[src/hdl/dpc_pkg.sv]
`timescale 1ns / 1ps
`default_nettype none

package dpc_pkg;

    // Request codes
    localparam logic CMD_EXTEND = 1'b0;
    localparam logic CMD_FAULT  = 1'b1;

    // Status codes
    localparam logic [1:0] ST_OK        = 2'd0;
    localparam logic [1:0] ST_NOT_ALLOC = 2'd1;
    localparam logic [1:0] ST_NO_BLOCK  = 2'd2;
    localparam logic [1:0] ST_FULL      = 2'd3;

    // Fill codes
    localparam logic [1:0] FILL_NONE = 2'd0;
    localparam logic [1:0] FILL_ZERO = 2'd1;
    localparam logic [1:0] FILL_DISK = 2'd2;

    // Configuration register indexes
    localparam logic REG_FRAMES = 1'b0;
    localparam logic REG_BLOCKS = 1'b1;

    typedef struct packed {
        logic       command;
        logic [1:0] process;
        logic [7:0] page_index;
        logic       write_access;
    } t_cmd;

    typedef struct packed {
        logic [1:0] status;
        logic [7:0] new_page_index;
        logic [5:0] frame;
        logic [1:0] fill_kind;
        logic [9:0] read_block;
        logic       writeback;
        logic [9:0] writeback_block;
        logic       rd_grant;
        logic       wr_grant;
    } t_result;

    // Clock queue control
    typedef struct packed {
        logic push;
        logic pop;
        logic rotate;
    } t_q_ctl;

endpackage

`default_nettype wire

[src/hdl/dpc_cell.sv]
`timescale 1ns / 1ps
`default_nettype none

module dpc_cell
    import dpc_pkg::*;
#(
    parameter int IDW = 10
) (
    input  wire logic           i_clk,
    input  wire t_q_ctl         i_ctl,
    input  wire logic           i_is_tail,
    input  wire logic           i_is_slot,
    input  wire logic [IDW-1:0] i_push_id,
    input  wire logic [IDW-1:0] i_right,
    input  wire logic [IDW-1:0] i_head,
    output logic      [IDW-1:0] o_id
);

    logic [IDW-1:0] r_id;

    // Take the new page at the tail slot, shift on pop, wrap the head on rotate
    always_ff @(posedge i_clk) begin
        if (i_ctl.push && i_is_slot) begin
            r_id <= i_push_id;
        end else if (i_ctl.pop) begin
            r_id <= i_right;
        end else if (i_ctl.rotate) begin
            r_id <= i_is_tail ? i_head : i_right;
        end
    end

    assign o_id = r_id;

endmodule

`default_nettype wire

[src/hdl/dpc_queue.sv]
`timescale 1ns / 1ps
`default_nettype none

module dpc_queue
    import dpc_pkg::*;
#(
    parameter int FRAMES = 64,
    parameter int IDW    = 10
) (
    input  wire logic           i_clk,
    input  wire logic           i_rst_n,
    input  wire t_q_ctl         i_ctl,
    input  wire logic [IDW-1:0] i_push_id,
    output logic      [IDW-1:0] o_head
);

    localparam int CW = $clog2(FRAMES + 1);

    logic [CW-1:0]  r_count;
    logic [IDW-1:0] s_id [FRAMES];

    // Track the number of live cells
    always_ff @(posedge i_clk) begin
        if (!i_rst_n) begin
            r_count <= '0;
        end else if (i_ctl.push) begin
            r_count <= r_count + CW'(1);
        end else if (i_ctl.pop) begin
            r_count <= r_count - CW'(1);
        end
    end

    // Row of cells, head at cell zero
    for (genvar g = 0; g < FRAMES; g++) begin : g_cell
        logic [IDW-1:0] s_right;
        if (g == FRAMES - 1) begin : g_last
            assign s_right = s_id[g];
        end else begin : g_mid
            assign s_right = s_id[g+1];
        end
        dpc_cell #(.IDW(IDW)) u_cell (
            .i_clk     (i_clk),
            .i_ctl     (i_ctl),
            .i_is_tail (32'(r_count) == g + 1),
            .i_is_slot (32'(r_count) == g),
            .i_push_id (i_push_id),
            .i_right   (s_right),
            .i_head    (s_id[0]),
            .o_id      (s_id[g])
        );
    end

    assign o_head = s_id[0];

endmodule

`default_nettype wire

[config.mk]
export PLATFORM = sky130hd
export DESIGN_NAME = dpc_queue
export DESIGN_NICKNAME = d
export VERILOG_FILES = /design/src/hdl/dpc_pkg.sv /design/src/hdl/dpc_cell.sv /design/src/hdl/dpc_queue.sv
export SDC_FILE = /design/constraint.sdc
export NUM_CORES = 2
export LEC_CHECK = 0
export ABC_CLOCK_PERIOD_IN_PS = 4000
export BUFFER_PORTS_ARGS = -buffer_cell sky130_fd_sc_hd__buf_2
export CELL_PAD_IN_SITES_DETAIL_PLACEMENT = 0
export CELL_PAD_IN_SITES_GLOBAL_PLACEMENT = 1
export CORE_MARGIN = 8
export CORE_UTILIZATION = 30
export DETAILED_ROUTE_END_ITERATION = 12
export PLACE_DENSITY_LB_ADDON = 0.1
export REMOVE_ABC_BUFFERS = 1
export SKIP_CTS_REPAIR_TIMING = 1
export SLEW_MARGIN = 0
export SYNTH_ARGS = -nofsm -noshare
export SYNTH_HDL_FRONTEND = slang
export SYNTH_SLANG_ARGS = --single-unit
[constraint.sdc]
create_clock -name i_clk -period 4 [get_ports i_clk]
set_input_delay 0.8 -clock i_clk [delete_from_list [all_inputs] [get_ports i_clk]]
set_output_delay 0.8 -clock i_clk [all_outputs]
set_load 0.01 [all_outputs]
==> results_dict.tcl <==
set metrics [dict create \
    worstSkewPairLatency_ps 650 \
    synth_top_area_share_pct 57.8 \
    final_cells 4815 \
    p_sw_uw 5470 \
    postPlaceCellArea_um2 35100 \
    crit_arrival_ps 3430 \
    regToRegSetupSlack_ps 860 \
    initial_core_util_pct 30.2 \
    clock-skew-final_ps 21.9 \
    vias_per_cell 5.61 \
    drt_wl_total_um 141000 \
    area_growth_pct 13.4 \
    detail-route-antenna-nets 0 \
    final_util_pct 34.2 \
    port_buffers 24 \
    chipWidth_um 349 \
    cts_buffers 78 \
    clock_path_buffers 3 \
    grt_max_degree 91 \
    dr.pass1.iters 6 \
    critical_path_class "flip-flop to flip-flop" \
    die_area_um2 122000 \
    hold_class "input port to flip-flop" \
    pwr-share-seq_pct 47.5 \
    min_delay_path_depth 2 \
    num_vias 27000 \
    place_inst 4671 \
    async_flop_share_pct 0 \
    drv_slew 0 \
    grt_pass1_wl_um 195000 \
    setup_viol 0 \
    tightest_slew_ps 865 \
    whs_endpoint "r_count[4]" \
    period_share_pct 78.4 \
    gr-total-overflow 0 \
    fillers 11100 \
    num_rows 122 \
    holdCritStartpoint "i_rst_n" \
    synth_cells 3358 \
    ys.warnings.count 0 \
    grt_pass1_vias 25800 \
    synth_common_cells "nor2_1, edfxtp_1, a21oi_1, a22oi_1, nand2_1" \
    die_h_um 349 \
    endpoint_kind "flip-flop" \
    p_int_uw 13800 \
    p_comb_share_pct 15.3 \
    antenna_found_initial 3 \
    track_usage_pct 22.4 \
    power.density_nw_per_um2 511 \
    dp_slack_ps 856 \
    worstPathMaxFanout 21 \
    drive_gt1_share_pct 9.71 \
    nets 3283 \
    drtIter0Drc 3205 \
    detailed_place_hpwl_um 95900 \
    seq_area_frac_synth_pct 58.3 \
    ios 25 \
    p_clk_share_pct 37.2 \
    syn-cell-area_um2 33200 \
    switching_share_pct 28.4 \
    reg2reg_from "r_count[1]" \
    drcViolationCount 0 \
    cp.required_ps 4300 \
    coreArea_um2 110000 \
    status "finished clean" \
    rr_worst_depth 6 \
    cts_max_level 3 \
    place_congestion 0.838 \
    post_drt_wl_per_cell_um 29.3 \
    finalHoldViolations 0 \
    post-route-cell-area_um2 37700 \
    synth_area_leaders "edfxtp_1, a22oi_1, a21oi_1, nor2_1, nand2_1" \
    post-route-min-period_ps 3140 \
    relSlewSlack_pct 42.3 \
    cts_tree "yes" \
    worstReg2RegEnd "g_cell[5].u_cell.o_id[6]" \
    synth.largest_area_cell "edfxtp_1" \
    max_cap_violations 0 \
    clk_pin_slew_ps 60 \
    worst_slack_ps 865 \
    cts.sinks 647 \
    ys_ff_latch 647 \
    root_buffer "clkbuf_16" \
    synth.distinct_cells 42 \
    synth_top_flop_cell "edfxtp_1" \
    avgSynthCellArea_um2 9.90 \
    rsz0062_at_grt "false" \
    p_leak_uw 0.0141 \
    cp-start-kind "flip-flop" \
    peakVddDrop_mv 0.306 \
    max_freq_mhz 319 \
    synth_enable_flop_cells 640 \
    post-synth-top-count-cell "nor2_1" \
]
[cells in the final DEF (no fill, tap or decap), types with 2 or more instances in the layout]
master and count:
nor2_1 773, edfxtp_1 640, a21oi_1 582, a22oi_1 581, nand2_1 290, buf_4 129
clkbuf_16 81, a31oi_1 41, nand2_2 21, mux2_2 20, clkinv_1 18, buf_12 17
clkbuf_1 16, buf_2 14, and3b_1 9, bufinv_16 8, clkinv_2 8, and2_1 7
dfxtp_1 7, inv_6 6, ha_1 5, nor3b_2 4, and3_1 4, nand2b_1 4
xnor2_1 4, nor4b_4 3, nor4bb_4 2, and4_1 2, nor3_1 2, inv_1 2
and4b_1 2, nand3_1 2, nor4b_1 2, nor2b_1 2, clkinvlp_4 2, clkbuf_8 2
clkinv_4 2
[cells by family (layout without fill, tap and decap cells)]
family / Yosys count / after routing / share of synthesized area (%)
AOI/OAI and AO/OA: 1210 / 1210 / 22.8
muxes: 21 / 21 / 0.708
buffers and inverters: 337 / 305 / 4.24
xor gates and xnor gates: 4 / 4 / 0.105
DFF: 647 / 647 / 58.3
other: 0 / 1 / 0
adders and majority gates: 5 / 5 / 0.188
and+or+nand+nor: 1134 / 1134 / 13.7
[stage by stage]
step / hold WS, ps / TNS, ps / total power [uW]
2_1_floorplan: 523 / -3949740 / 10400
3_3_place_gp: 532 / 0 / 12200
3_5_place_dp: 538 / 0 / 12200
4_1_cts: 494 / 0 / 19400
5_1_grt: 513 / 0 / 19900
6_report: 549 / 0 / 19200
[per-layer routing]
| layer | global-route usage, % | routed length, um |
|---|---|---|
| met3 | 4.74 | 10600 |
| met4 | 9.51 | 6270 |
| met5 | 0 | 0 |
| met2 | 35.8 | 64700 |
| met1 | 29.4 | 59400 |
[flip-flops by register name (all words and copies together) (netlist names)]
| register | cells |
|---|---|
| g_cell.u_cell.o_id | 640 |
| r_count | 7 |
[layout make-up]
type | count | area, um^2 | share of cell area, %
clock inverter | 44 | 433 | 1.15
timing repair buffer | 160 | 1380 | 3.66
multi-input combinational | 2374 | 12500 | 33.2
sequential | 647 | 19400 | 51.4
inverter | 2 | 7.51 | 0.0199
antenna | 1 | 2.50 | 0.00664
tap | 1488 | 1860 | 4.94
clock buffer | 99 | 2110 | 5.61
[how the worst max path moves through the flow]
stage	from	slack, ps	endpoint
after global routing	r_count[0]	720	g_cell[54].u_cell.o_id[2]
after floorplan	i_ctl[1]	-11820	g_cell[47].u_cell.o_id[9]
after detailed placement	r_count[1]	860	g_cell[5].u_cell.o_id[2]
final	r_count[1]	860	g_cell[5].u_cell.o_id[6]
after CTS	r_count[1]	840	g_cell[5].u_cell.o_id[6]
after global placement	i_ctl[1]	960	g_cell[41].u_cell.o_id[2]
[worst max-delay path, stage by stage (launching register included)]
cell and delay (ps):
dfxtp_1 360, inv_1 130, ha_1 610, buf_4 210, and3b_1 480, nand2_1 490
nand2_1 480
[power groups by stage]
stage / sequential, uW / clock, uW / combinational [uW]
finish: 9140 / 7150 / 2950
global route: 9200 / 7560 / 3130
CTS: 9130 / 7330 / 2950
detailed placement: 9240 / 0 / 2930
global placement: 9270 / 0 / 2910
floorplan: 8950 / 0 / 1450
Note: power is estimated with default switching activity, not from simulation.
